File: src/rtl/core/page_replacement_fifo_lru_top_defines.svh
// assertion macros for the page replacement block
// used by page_replacement_fifo_lru_top; expects clk_i and rst_ni in scope
`ifndef PAGE_REPLACEMENT_FIFO_LRU_TOP_DEFINES_SVH
`define PAGE_REPLACEMENT_FIFO_LRU_TOP_DEFINES_SVH

`ifndef SYNTHESIS

// same-cycle implication
`define PRF_ASSERT_NOW(lbl, ante, cons, msg) \
  lbl: assert property (@(posedge clk_i) disable iff (!rst_ni) (ante) |-> (cons)) \
    else $error(msg);

// next-cycle implication
`define PRF_ASSERT_NEXT(lbl, ante, cons, msg) \
  lbl: assert property (@(posedge clk_i) disable iff (!rst_ni) (ante) |=> (cons)) \
    else $error(msg);

`else

`define PRF_ASSERT_NOW(lbl, ante, cons, msg)
`define PRF_ASSERT_NEXT(lbl, ante, cons, msg)

`endif

`endif

File: src/rtl/core/prf_pkg.sv
// shared types, constants and helpers for the page replacement block
// no dependencies; used by the channel interfaces, the top module and the bench
package prf_pkg;

  // sizing
  localparam int FRAMES    = 4;
  localparam int PAGE_BITS = 8;
  localparam int FRAME_W   = (FRAMES > 1) ? $clog2(FRAMES) : 1;
  localparam int RANK_W    = FRAME_W;
  localparam int CNT_W     = $clog2(FRAMES + 1);

  // word field widths
  localparam int OPERATION_W   = 1;
  localparam int PAGE_FIELD_W  = 8;
  localparam int FRAME_FIELD_W = 2;
  localparam int COUNT_W       = 16;
  localparam logic [COUNT_W-1:0] COUNT_MAX = {COUNT_W{1'b1}};

  // config port
  localparam int APB_DATA_W = 32;
  localparam int PADDR_W    = 3;
  localparam int REG_IDX_W  = PADDR_W - 2;
  localparam logic [REG_IDX_W-1:0] REG_POLICY = '0;

  typedef enum logic [OPERATION_W-1:0] {
    OP_ACCESS = 1'b0,
    OP_CLEAR  = 1'b1
  } op_e;

  typedef enum logic [0:0] {
    POLICY_FIFO = 1'b0,
    POLICY_LRU  = 1'b1
  } policy_e;

  // one frame entry in the frame ram
  typedef struct packed {
    logic [PAGE_BITS-1:0] page;
    logic [RANK_W-1:0]    rank;
  } entry_t;

  localparam int ENTRY_W = $bits(entry_t);

  // word page field to stored page (low bits, zero extended)
  function automatic logic [PAGE_BITS-1:0] page_from_field(
    input logic [PAGE_FIELD_W-1:0] f
  );
    logic [PAGE_BITS+PAGE_FIELD_W-1:0] w;
    w = {{PAGE_BITS{1'b0}}, f};
    return w[PAGE_BITS-1:0];
  endfunction

  // stored page to word page field
  function automatic logic [PAGE_FIELD_W-1:0] page_to_field(
    input logic [PAGE_BITS-1:0] p
  );
    logic [PAGE_BITS+PAGE_FIELD_W-1:0] w;
    w = {{PAGE_FIELD_W{1'b0}}, p};
    return w[PAGE_FIELD_W-1:0];
  endfunction

  // frame number to word frame field, modulo the field size
  function automatic logic [FRAME_FIELD_W-1:0] frame_to_field(
    input logic [FRAME_W-1:0] f
  );
    logic [FRAME_W+FRAME_FIELD_W-1:0] w;
    w = {{FRAME_FIELD_W{1'b0}}, f};
    return w[FRAME_FIELD_W-1:0];
  endfunction

endpackage

File: src/rtl/core/prf_if.sv
// valid/ready channel interfaces for access words and result words
// depends on prf_pkg
interface prf_in_if;
  import prf_pkg::*;

  logic                    valid;
  logic                    ready;
  logic [OPERATION_W-1:0]  operation;
  logic [PAGE_FIELD_W-1:0] page;

  modport source (output valid, output operation, output page, input ready);
  modport sink   (input valid, input operation, input page, output ready);
endinterface

interface prf_out_if;
  import prf_pkg::*;

  logic                     valid;
  logic                     ready;
  logic                     hit;
  logic [FRAME_FIELD_W-1:0] frame_index;
  logic                     evicted_valid;
  logic [PAGE_FIELD_W-1:0]  evicted_page;
  logic [COUNT_W-1:0]       hit_count;
  logic [COUNT_W-1:0]       fault_count;

  modport source (output valid, output hit, output frame_index, output evicted_valid,
                  output evicted_page, output hit_count, output fault_count, input ready);
  modport sink   (input valid, input hit, input frame_index, input evicted_valid,
                  input evicted_page, input hit_count, input fault_count, output ready);
endinterface

File: src/rtl/core/page_replacement_fifo_lru_top.sv
// page replacement block top: fifo or lru replacement over a small frame set
// depends on prf_pkg, prf_if, prf_ram and page_replacement_fifo_lru_top_defines.svh
// an access is accepted in idle, runs the scan pass, the decide step and the rank update
// pass, then waits in done for the output register; a clear goes straight to done; one word
// at a time, each pass one frame per cycle through the single read port of the frame ram
// reset: async, clears valid bits, pointer, counts, policy and control; ram is not swept
`include "page_replacement_fifo_lru_top_defines.svh"

module page_replacement_fifo_lru_top (
  input  logic                             clk_i,
  input  logic                             rst_ni,
  input  logic                             psel,
  input  logic                             penable,
  input  logic                             pwrite,
  input  logic [prf_pkg::PADDR_W-1:0]      paddr,
  input  logic [prf_pkg::APB_DATA_W-1:0]   pwdata,
  output logic [prf_pkg::APB_DATA_W-1:0]   prdata,
  output logic                             pready,
  prf_in_if.sink                           in_i,
  prf_out_if.source                        out_o
);
  import prf_pkg::*;

  typedef enum logic [4:0] {
    ST_IDLE   = 5'b00001,
    ST_SCAN   = 5'b00010,
    ST_DECIDE = 5'b00100,
    ST_UPDATE = 5'b01000,
    ST_DONE   = 5'b10000
  } state_e;

  // control
  state_e               state_q, state_d;
  logic [CNT_W-1:0]     rd_cnt_q, rd_cnt_d;
  logic [FRAME_W-1:0]   chk_q, chk_d;
  logic [FRAMES-1:0]    frame_valid_q, frame_valid_d;
  logic [FRAME_W-1:0]   fifo_ptr_q, fifo_ptr_d;
  logic [COUNT_W-1:0]   hits_q, hits_d;
  logic [COUNT_W-1:0]   faults_q, faults_d;
  policy_e              policy_q;
  logic                 out_valid_q, out_valid_d;

  // per-access datapath
  logic [PAGE_BITS-1:0] page_q, page_d;
  logic                 found_q, found_d;
  logic [FRAME_W-1:0]   hit_idx_q, hit_idx_d;
  logic [RANK_W-1:0]    hit_rank_q, hit_rank_d;
  logic                 empty_found_q, empty_found_d;
  logic [FRAME_W-1:0]   empty_idx_q, empty_idx_d;
  logic [FRAME_W-1:0]   max_idx_q, max_idx_d;
  logic [RANK_W-1:0]    max_rank_q, max_rank_d;
  logic [RANK_W-1:0]    ptr_rank_q, ptr_rank_d;
  logic [FRAME_W-1:0]   target_q, target_d;
  logic                 was_valid_q, was_valid_d;
  logic [RANK_W-1:0]    old_rank_q, old_rank_d;
  logic [PAGE_BITS-1:0] ev_page_q, ev_page_d;

  // output word register
  logic                     out_hit_q, out_hit_d;
  logic [FRAME_FIELD_W-1:0] out_frame_q, out_frame_d;
  logic                     out_ev_valid_q, out_ev_valid_d;
  logic [PAGE_FIELD_W-1:0]  out_ev_page_q, out_ev_page_d;
  logic [COUNT_W-1:0]       out_hits_q, out_hits_d;
  logic [COUNT_W-1:0]       out_faults_q, out_faults_d;

  // decision
  logic [FRAME_W-1:0]   dec_target;
  logic                 dec_was_valid;
  logic [RANK_W-1:0]    dec_old_rank;
  logic [FRAME_W-1:0]   ptr_next;

  // frame ram
  logic                 ram_we, ram_re;
  logic [FRAME_W-1:0]   ram_waddr, ram_raddr;
  entry_t               ram_wdata, rd_entry;
  logic [ENTRY_W-1:0]   ram_rdata;

  logic                 cur_valid;
  logic                 pass_last;
  logic                 rd_more;
  logic [RANK_W-1:0]    aged_rank;
  logic [REG_IDX_W-1:0] reg_idx;

  prf_ram #(
    .Width (ENTRY_W),
    .Depth (FRAMES)
  ) u_frame_ram (
    .clk_i   (clk_i),
    .we_i    (ram_we),
    .waddr_i (ram_waddr),
    .wdata_i (ram_wdata),
    .re_i    (ram_re),
    .raddr_i (ram_raddr),
    .rdata_o (ram_rdata)
  );

  assign rd_entry  = entry_t'(ram_rdata);
  assign cur_valid = frame_valid_q[chk_q];
  assign pass_last = (chk_q == FRAME_W'(FRAMES - 1));
  assign rd_more   = (rd_cnt_q < CNT_W'(FRAMES));

  // config register port
  assign pready  = 1'b1;
  assign reg_idx = paddr[PADDR_W-1:2];

  always_comb begin
    prdata = '0;
    if (reg_idx == REG_POLICY) begin
      prdata[0] = policy_q;
    end
  end

  always_ff @(posedge clk_i or negedge rst_ni) begin
    if (!rst_ni) begin
      policy_q <= POLICY_FIFO;
    end else if (psel && penable && pwrite && pready && (reg_idx == REG_POLICY)) begin
      policy_q <= policy_e'(pwdata[0]);
    end
  end

  // fifo pointer advance modulo frame count
  assign ptr_next = (fifo_ptr_q == FRAME_W'(FRAMES - 1)) ? '0 : fifo_ptr_q + 1'b1;

  // victim choice once the scan is complete
  always_comb begin
    dec_target    = max_idx_q;
    dec_was_valid = 1'b1;
    dec_old_rank  = max_rank_q;
    priority if (found_q) begin
      dec_target    = hit_idx_q;
      dec_was_valid = 1'b1;
      dec_old_rank  = hit_rank_q;
    end else if (policy_q == POLICY_FIFO) begin
      dec_target    = fifo_ptr_q;
      dec_was_valid = frame_valid_q[fifo_ptr_q];
      dec_old_rank  = ptr_rank_q;
    end else if (empty_found_q) begin
      dec_target    = empty_idx_q;
      dec_was_valid = 1'b0;
      dec_old_rank  = '0;
    end else begin
      dec_target    = max_idx_q;
      dec_was_valid = 1'b1;
      dec_old_rank  = max_rank_q;
    end
  end

  // age a valid non-target frame that is younger than the touched one, or any if it was empty
  assign aged_rank = (cur_valid && (!was_valid_q || (rd_entry.rank < old_rank_q)))
                     ? rd_entry.rank + 1'b1 : rd_entry.rank;

  // sequencer and read-modify-write of the frame ram
  always_comb begin
    state_d        = state_q;
    rd_cnt_d       = rd_cnt_q;
    chk_d          = chk_q;
    frame_valid_d  = frame_valid_q;
    fifo_ptr_d     = fifo_ptr_q;
    hits_d         = hits_q;
    faults_d       = faults_q;
    out_valid_d    = out_valid_q && !out_o.ready;
    page_d         = page_q;
    found_d        = found_q;
    hit_idx_d      = hit_idx_q;
    hit_rank_d     = hit_rank_q;
    empty_found_d  = empty_found_q;
    empty_idx_d    = empty_idx_q;
    max_idx_d      = max_idx_q;
    max_rank_d     = max_rank_q;
    ptr_rank_d     = ptr_rank_q;
    target_d       = target_q;
    was_valid_d    = was_valid_q;
    old_rank_d     = old_rank_q;
    ev_page_d      = ev_page_q;
    out_hit_d      = out_hit_q;
    out_frame_d    = out_frame_q;
    out_ev_valid_d = out_ev_valid_q;
    out_ev_page_d  = out_ev_page_q;
    out_hits_d     = out_hits_q;
    out_faults_d   = out_faults_q;
    ram_re         = 1'b0;
    ram_raddr      = rd_cnt_q[FRAME_W-1:0];
    ram_we         = 1'b0;
    ram_waddr      = chk_q;
    ram_wdata      = '0;

    unique case (state_q)
      ST_IDLE: begin
        if (in_i.valid) begin
          page_d = page_from_field(in_i.page);
          if (in_i.operation == OP_CLEAR) begin
            frame_valid_d = '0;
            fifo_ptr_d    = '0;
            hits_d        = '0;
            faults_d      = '0;
            found_d       = 1'b0;
            target_d      = '0;
            was_valid_d   = 1'b0;
            ev_page_d     = '0;
            state_d       = ST_DONE;
          end else begin
            ram_re        = 1'b1;
            ram_raddr     = '0;
            rd_cnt_d      = CNT_W'(1);
            chk_d         = '0;
            found_d       = 1'b0;
            empty_found_d = 1'b0;
            max_idx_d     = '0;
            max_rank_d    = '0;
            state_d       = ST_SCAN;
          end
        end
      end

      // one frame per cycle: match, first empty, oldest rank
      ST_SCAN: begin
        if (rd_more) begin
          ram_re   = 1'b1;
          rd_cnt_d = rd_cnt_q + 1'b1;
        end
        if (cur_valid && (rd_entry.page == page_q) && !found_q) begin
          found_d    = 1'b1;
          hit_idx_d  = chk_q;
          hit_rank_d = rd_entry.rank;
        end
        if (!cur_valid && !empty_found_q) begin
          empty_found_d = 1'b1;
          empty_idx_d   = chk_q;
        end
        if (cur_valid && (rd_entry.rank > max_rank_q)) begin
          max_idx_d  = chk_q;
          max_rank_d = rd_entry.rank;
        end
        if (chk_q == fifo_ptr_q) begin
          ptr_rank_d = rd_entry.rank;
        end
        chk_d = chk_q + 1'b1;
        if (pass_last) begin
          state_d = ST_DECIDE;
        end
      end

      // latch the victim, bump counts, start the update pass
      ST_DECIDE: begin
        target_d    = dec_target;
        was_valid_d = dec_was_valid;
        old_rank_d  = dec_old_rank;
        ev_page_d   = '0;
        if (found_q) begin
          if (hits_q != COUNT_MAX) begin
            hits_d = hits_q + 1'b1;
          end
        end else begin
          if (faults_q != COUNT_MAX) begin
            faults_d = faults_q + 1'b1;
          end
          if (policy_q == POLICY_FIFO) begin
            fifo_ptr_d = ptr_next;
          end
        end
        ram_re    = 1'b1;
        ram_raddr = '0;
        rd_cnt_d  = CNT_W'(1);
        chk_d     = '0;
        state_d   = ST_UPDATE;
      end

      // write back each frame: target gets the page, younger frames age
      ST_UPDATE: begin
        if (rd_more) begin
          ram_re   = 1'b1;
          rd_cnt_d = rd_cnt_q + 1'b1;
        end
        ram_we = 1'b1;
        if (chk_q == target_q) begin
          ram_wdata.page          = page_q;
          ram_wdata.rank          = '0;
          frame_valid_d[target_q] = 1'b1;
          if (was_valid_q && !found_q) begin
            ev_page_d = rd_entry.page;
          end
        end else begin
          ram_wdata.page = rd_entry.page;
          ram_wdata.rank = aged_rank;
        end
        chk_d = chk_q + 1'b1;
        if (pass_last) begin
          state_d = ST_DONE;
        end
      end

      // hand the word to the output register once it is free
      ST_DONE: begin
        if (!out_valid_q || out_o.ready) begin
          out_valid_d    = 1'b1;
          out_hit_d      = found_q;
          out_frame_d    = frame_to_field(target_q);
          out_ev_valid_d = !found_q && was_valid_q;
          out_ev_page_d  = page_to_field(ev_page_q);
          out_hits_d     = hits_q;
          out_faults_d   = faults_q;
          state_d        = ST_IDLE;
        end
      end

      default: begin
        state_d = ST_IDLE;
      end
    endcase
  end

  // control registers
  always_ff @(posedge clk_i or negedge rst_ni) begin
    if (!rst_ni) begin
      state_q       <= ST_IDLE;
      rd_cnt_q      <= '0;
      chk_q         <= '0;
      frame_valid_q <= '0;
      fifo_ptr_q    <= '0;
      hits_q        <= '0;
      faults_q      <= '0;
      out_valid_q   <= 1'b0;
    end else begin
      state_q       <= state_d;
      rd_cnt_q      <= rd_cnt_d;
      chk_q         <= chk_d;
      frame_valid_q <= frame_valid_d;
      fifo_ptr_q    <= fifo_ptr_d;
      hits_q        <= hits_d;
      faults_q      <= faults_d;
      out_valid_q   <= out_valid_d;
    end
  end

  // datapath registers
  always_ff @(posedge clk_i) begin
    page_q         <= page_d;
    found_q        <= found_d;
    hit_idx_q      <= hit_idx_d;
    hit_rank_q     <= hit_rank_d;
    empty_found_q  <= empty_found_d;
    empty_idx_q    <= empty_idx_d;
    max_idx_q      <= max_idx_d;
    max_rank_q     <= max_rank_d;
    ptr_rank_q     <= ptr_rank_d;
    target_q       <= target_d;
    was_valid_q    <= was_valid_d;
    old_rank_q     <= old_rank_d;
    ev_page_q      <= ev_page_d;
    out_hit_q      <= out_hit_d;
    out_frame_q    <= out_frame_d;
    out_ev_valid_q <= out_ev_valid_d;
    out_ev_page_q  <= out_ev_page_d;
    out_hits_q     <= out_hits_d;
    out_faults_q   <= out_faults_d;
  end

  // channel ports
  assign in_i.ready          = (state_q == ST_IDLE);
  assign out_o.valid         = out_valid_q;
  assign out_o.hit           = out_hit_q;
  assign out_o.frame_index   = out_frame_q;
  assign out_o.evicted_valid = out_ev_valid_q;
  assign out_o.evicted_page  = out_ev_page_q;
  assign out_o.hit_count     = out_hits_q;
  assign out_o.fault_count   = out_faults_q;

  // checks
  `PRF_ASSERT_NOW(a_ram_no_collide, ram_we && ram_re, ram_waddr != ram_raddr, "frame ram read and write hit the same entry")
  `PRF_ASSERT_NOW(a_hit_no_evict, out_valid_q, !(out_hit_q && out_ev_valid_q), "hit word reports an eviction")
  `PRF_ASSERT_NEXT(a_target_valid, (state_q == ST_UPDATE) && pass_last, frame_valid_q[target_q], "target frame not valid after update pass")

endmodule

File: src/rtl/core/prf_ram.sv
// generic simple dual-port ram, one write and one registered read port
// no dependencies
module prf_ram #(
  parameter int Width = 8,
  parameter int Depth = 4
) (
  input  logic                                      clk_i,
  input  logic                                      we_i,
  input  logic [((Depth > 1) ? $clog2(Depth) : 1)-1:0] waddr_i,
  input  logic [Width-1:0]                          wdata_i,
  input  logic                                      re_i,
  input  logic [((Depth > 1) ? $clog2(Depth) : 1)-1:0] raddr_i,
  output logic [Width-1:0]                          rdata_o
);

  logic [Width-1:0] mem_q [Depth];
  logic [Width-1:0] rdata_q;

  // write port
  always_ff @(posedge clk_i) begin
    if (we_i) begin
      mem_q[waddr_i] <= wdata_i;
    end
  end

  // registered read port
  always_ff @(posedge clk_i) begin
    if (re_i) begin
      rdata_q <= mem_q[raddr_i];
    end
  end

  assign rdata_o = rdata_q;

endmodule

File: src/flat_wrapper.sv
// flat-port wrapper written by rule: the top's interface ports become plain ports
module page_replacement_fifo_lru_top_flat import prf_pkg::*;
  (clk_i, rst_ni, psel, penable, pwrite, paddr, pwdata, prdata, pready, in_i_valid, in_i_operation, in_i_page, in_i_ready, out_o_valid, out_o_hit, out_o_frame_index, out_o_evicted_valid, out_o_evicted_page, out_o_hit_count, out_o_fault_count, out_o_ready);
  prf_in_if in_i_i ();
  prf_out_if out_o_i ();
  input  logic clk_i;
  input  logic rst_ni;
  input  logic psel;
  input  logic penable;
  input  logic pwrite;
  input  logic [prf_pkg::PADDR_W-1:0] paddr;
  input  logic [prf_pkg::APB_DATA_W-1:0] pwdata;
  output logic [prf_pkg::APB_DATA_W-1:0] prdata;
  output logic pready;
  input wire logic [$bits(in_i_i.valid)-1:0] in_i_valid;
  input wire logic [$bits(in_i_i.operation)-1:0] in_i_operation;
  input wire logic [$bits(in_i_i.page)-1:0] in_i_page;
  output wire logic [$bits(in_i_i.ready)-1:0] in_i_ready;
  output wire logic [$bits(out_o_i.valid)-1:0] out_o_valid;
  output wire logic [$bits(out_o_i.hit)-1:0] out_o_hit;
  output wire logic [$bits(out_o_i.frame_index)-1:0] out_o_frame_index;
  output wire logic [$bits(out_o_i.evicted_valid)-1:0] out_o_evicted_valid;
  output wire logic [$bits(out_o_i.evicted_page)-1:0] out_o_evicted_page;
  output wire logic [$bits(out_o_i.hit_count)-1:0] out_o_hit_count;
  output wire logic [$bits(out_o_i.fault_count)-1:0] out_o_fault_count;
  input wire logic [$bits(out_o_i.ready)-1:0] out_o_ready;
  assign in_i_i.valid = in_i_valid;
  assign in_i_i.operation = in_i_operation;
  assign in_i_i.page = in_i_page;
  assign in_i_ready = in_i_i.ready;
  assign out_o_valid = out_o_i.valid;
  assign out_o_hit = out_o_i.hit;
  assign out_o_frame_index = out_o_i.frame_index;
  assign out_o_evicted_valid = out_o_i.evicted_valid;
  assign out_o_evicted_page = out_o_i.evicted_page;
  assign out_o_hit_count = out_o_i.hit_count;
  assign out_o_fault_count = out_o_i.fault_count;
  assign out_o_i.ready = out_o_ready;
  page_replacement_fifo_lru_top u_core (.clk_i(clk_i), .rst_ni(rst_ni), .psel(psel), .penable(penable), .pwrite(pwrite), .paddr(paddr), .pwdata(pwdata), .prdata(prdata), .pready(pready), .in_i(in_i_i), .out_o(out_o_i));
endmodule
File: config.mk
export PLATFORM = sky130hd
export DESIGN_NAME = page_replacement_fifo_lru_top_flat
export DESIGN_NICKNAME = d
export VERILOG_FILES = /design/src/rtl/core/prf_pkg.sv /design/src/rtl/core/prf_if.sv /design/src/rtl/core/page_replacement_fifo_lru_top.sv /design/src/rtl/core/prf_ram.sv /design/src/flat_wrapper.sv
export VERILOG_INCLUDE_DIRS = /design/src /design/src/rtl/core
export SDC_FILE = /design/constraint.sdc
export NUM_CORES = 1
export LEC_CHECK = 0
export ABC_AREA = 1
export BUFFER_PORTS_ARGS = -buffer_cell sky130_fd_sc_hd__buf_2
export CAP_MARGIN = 20
export CORE_MARGIN = 2
export CORE_UTILIZATION = 52
export DETAILED_ROUTE_END_ITERATION = 16
export PLACE_DENSITY_LB_ADDON = 0.05
export RECOVER_POWER = 100
export SLEW_MARGIN = 40
export SYNTH_ARGS = -nofsm -noshare
export SYNTH_HDL_FRONTEND = slang
export SYNTH_SLANG_ARGS = --single-unit
export TNS_END_PERCENT = 10
File: constraint.sdc
create_clock -name clk_i -period 2.87 [get_ports clk_i]
set_input_delay 0.1435 -clock clk_i [delete_from_list [all_inputs] [get_ports clk_i]]
set_output_delay 0.1435 -clock clk_i [all_outputs]
set_load 0.005 [all_outputs]
==> qor.yml <==
status: "complete, but fails checks"
violated_checks: "max-capacitance violations, max-slew violations"
multiplexer_share_of_the_synthesized_area_pct: 0
leakagePower_nw: 4.04
drt_first_pass_iters: 6
dieHeight_um: 132
relSlewSlack_pct: -9.70
report.final.slew_viol_count: 30
filler_cells: 1358
power_per_cell_area_nw_per_um2: 836
achievable-frequency_mhz: 404
critical_path_arrival_ns: 2.79
antenna_cells_inserted: 0
synth.distinct_cells: 34
globalRoute.totalOverflow: 0
post_synth_and_or_nand_nor_area_fraction_pct: 22.6
layout.cells.most_common: "sky130_fd_sc_hd__nand2_1"
clock_insertion_delay_worst_skew_ns: 0.43
initial_antenna_violation_count: 0
synth_adder_area_share_pct: 1.62
yosysSeqAreaShare_pct: 60.3
clock_sinks: 179
gp_congestion: 0.827
grt_util_met3_pct: 4.65
vdd_drop_max_mv: 0.580
max_cap_violations: 1
remaining_drc_errors: 0
post_synth_xor_area_fraction_pct: 1.13
place_worst_setup_slack_ns: 0.488
post-route-worst-setup-slack_ns: 0.395
timing.clock.skew_ns: 0.00856
std_cell_rows: 46
grt_util_met2_pct: 35.5
tritoncts_clock_tree: "yes"
grt_max_degree: 30
post-route-util_pct: 60.1
hold_class: "input pin to flop"
fp.dieW_um: 132
endpoint_kind: "flop"
cp_max_fo: 16
crit_path_top_delay_cell: "sky130_fd_sc_hd__nor2_1"
worst-slew-pin-transition_ns: 1.65
vias_in_the_first_global_route: 5848
dominantRegCellSynth: "sky130_fd_sc_hd__edfxtp_1"
floorplan.initialDensity_pct: 53.4
timing.setup.tns_ns: 0
grt_first_pass_wirelength_mm: 27.7
place.port_buffers: 64
mean_syn_cell_area_um2: 9.52
cts_root_buf: "sky130_fd_sc_hd__clkbuf_16"
netlist_instances: 894
tritoncts.num_buffers: 17
yosysWarningCount: 0
ant_nets: 0
compound_gate_fraction_of_synth_area_pct: 5.19
synth-async-reset-ratio_pct: 27.9
crit_required_ns: 3.19
global_route.usage.total_pct: 20.1
synth_top_family_by_area: "simple AND/OR/NAND/NOR gates"
nets: 1043
clock_path_buffers: 2
critPathMostFrequentCell: "sky130_fd_sc_hd__nand2_1"
detail_route.wl_per_cell_um: 14.0
synth_edf_count: 129
route.final.wire_length_mm: 16.9
seqCellArea_um2: 5130
cts_resized: 0
routed_vias_inst: 4.95
setup-violations-final: 0
min_period_ns: 2.47
hold_viol: 0
yosys_register_bits: 179
grt_util_met1_pct: 24.4
max_stage_delay_ns: 0.59
route.vias.total: 5988
io_pins: 130
layout_overhead_on_the_synthesized_area_pct: 12.7
worst-setup-path-type: "flop to flop"
dp_hpwl_mm: 12.0
cts_hold_repair.buffers: 12
fin_crit_sh_pct: 86.2
clkTransAtPathRegs_ns: 0.06
mappedNetlistArea_um2: 8510
multiInputGateArea_um2: 2690
critical_path.cell_chain: "inv_1 > nor2_4 > nand3_4 > nand2_1 > inv_2 > nor2_1 > nand3_4 > nand2_1 > nand2_1"
rsz0062_at_grt: "no"
cp-start-kind: "flop"
max_h_tree_level: 4
dr.first_iter.drc_count: 404
post-cts-setup-buffer-count: 0
final_layout_size_suffix_gt1_share_pct: 9.87
top_usage_layer: "met2"
fp.coreArea_um2: 15900
highest_count_cells_in_the_layout_ignoring_fill_and_taps: "240 x sky130_fd_sc_hd__nand2_1, 129 x sky130_fd_sc_hd__edfxtp_1, 111 x sky130_fd_sc_hd__nor2_1"
dieArea_um2: 17400
## critical path, delay by kind of cell, from the launching register on
kind / cells / cell delay (ns)
buf+inv: 2 / 0.14
flops: 1 / 0.58
simple gates: 7 / 1.63
## cell families after synthesis
kind of cell / after synthesis
adder cells (fa/ha/maj): 11
buffers and inverters: 163
AND/OR/NAND/NOR: 446
AO/OA/AOI/OAI: 82
XOR/XNOR: 11
other: 2
flip-flops: 179
## routing by layer
metal | part of all wire (%) | vias to the layer above | wire (um)
li1 | - | 3021 | -
met1 | 43 | 2802 | 7220
met2 | 51 | 139 | 8650
met3 | 4.1 | 26 | 701
met4 | 1.9 | 0 | 324
met5 | 0 | - | 0
## layout make-up
cell class	count	share of cell area (%)
Timing Repair Buffer	89	5.07
Multi-Input combinational cell	582	28.1
Sequential cell	179	53.5
Inverter	112	4.39
Clock buffer	19	4.52
Clock inverter	12	1.63
Tap cell	216	2.82
## flip-flops by register name (all words and copies together), names as in the netlist, 3 cells and up
name and count:
u_core.frame_valid_q 4, u_core.out_o.fault_count 16, u_core.out_o.hit_count 16, u_core.out_o.evicted_page 8
u_core.state_q 5, u_core.u_frame_ram.mem_q 40, u_core.faults_q 16, u_core.ev_page_q 8
u_core.hits_q 16, u_core.u_frame_ram.rdata_o 10, u_core.rd_cnt_q 3, u_core.page_q 8
## stage by stage
| stage | area [um^2] | total power [mW] | hold slack [ns] | instances |
|---|---|---|---|---|
| 2_1_floorplan | 8620 | 5.28 | -0.152 | 924 |
| 4_1_cts | 9670 | 8.17 | 0.0343 | 1209 |
| 6_report | 9580 | 8.01 | 0.0529 | 1209 |
| 3_5_place_dp | 8960 | 5.83 | 0.226 | 1166 |
| 5_1_grt | 9580 | 8.51 | 0.0562 | 1209 |
| 3_3_place_gp | 8960 | 5.75 | 0.224 | 1166 |
## synthesized netlist by cell type (7+ instances only)
cell type | n | area, um^2
sky130_fd_sc_hd__dfrtp_1 | 49 | 1230
sky130_fd_sc_hd__edfxtp_1 | 129 | 3870
sky130_fd_sc_hd__buf_4 | 33 | 248
sky130_fd_sc_hd__nand3_1 | 63 | 315
sky130_fd_sc_hd__xor2_1 | 7 | 61.3
sky130_fd_sc_hd__clkbuf_1 | 7 | 26.3
sky130_fd_sc_hd__nor2_1 | 111 | 417
sky130_fd_sc_hd__o21ai_0 | 35 | 175
sky130_fd_sc_hd__nand4_1 | 10 | 62.6
sky130_fd_sc_hd__ha_1 | 11 | 138
sky130_fd_sc_hd__inv_1 | 106 | 398
sky130_fd_sc_hd__nand2_1 | 239 | 897
sky130_fd_sc_hd__a21oi_1 | 29 | 145
## report_power, final
group | switching (mW) | internal [mW]
Clock | 0.945 | 1.37
Sequential | 0.262 | 3.34
Combinational | 1.50 | 0.597
Total | 2.70 | 5.31
## final timing paths
kind,from,endpoint,slack (ns),depth (start not counted)
worst max-delay path,u_core.state_q[0],u_core.hits_q[11],0.40,9
worst min-delay path,in_i_valid,u_core.state_q[1],0.05,3
worst max register to register,u_core.state_q[0],u_core.hits_q[11],0.40,9
worst min register to register,u_core.ev_page_q[2],u_core.out_o.evicted_page[2],0.42,0
max in group asynchronous,rst_ni,u_core.policy_q,0.81,3
min in group asynchronous,rst_ni,u_core.hits_q[5],0.67,2
(Power assumes the default switching activity.)
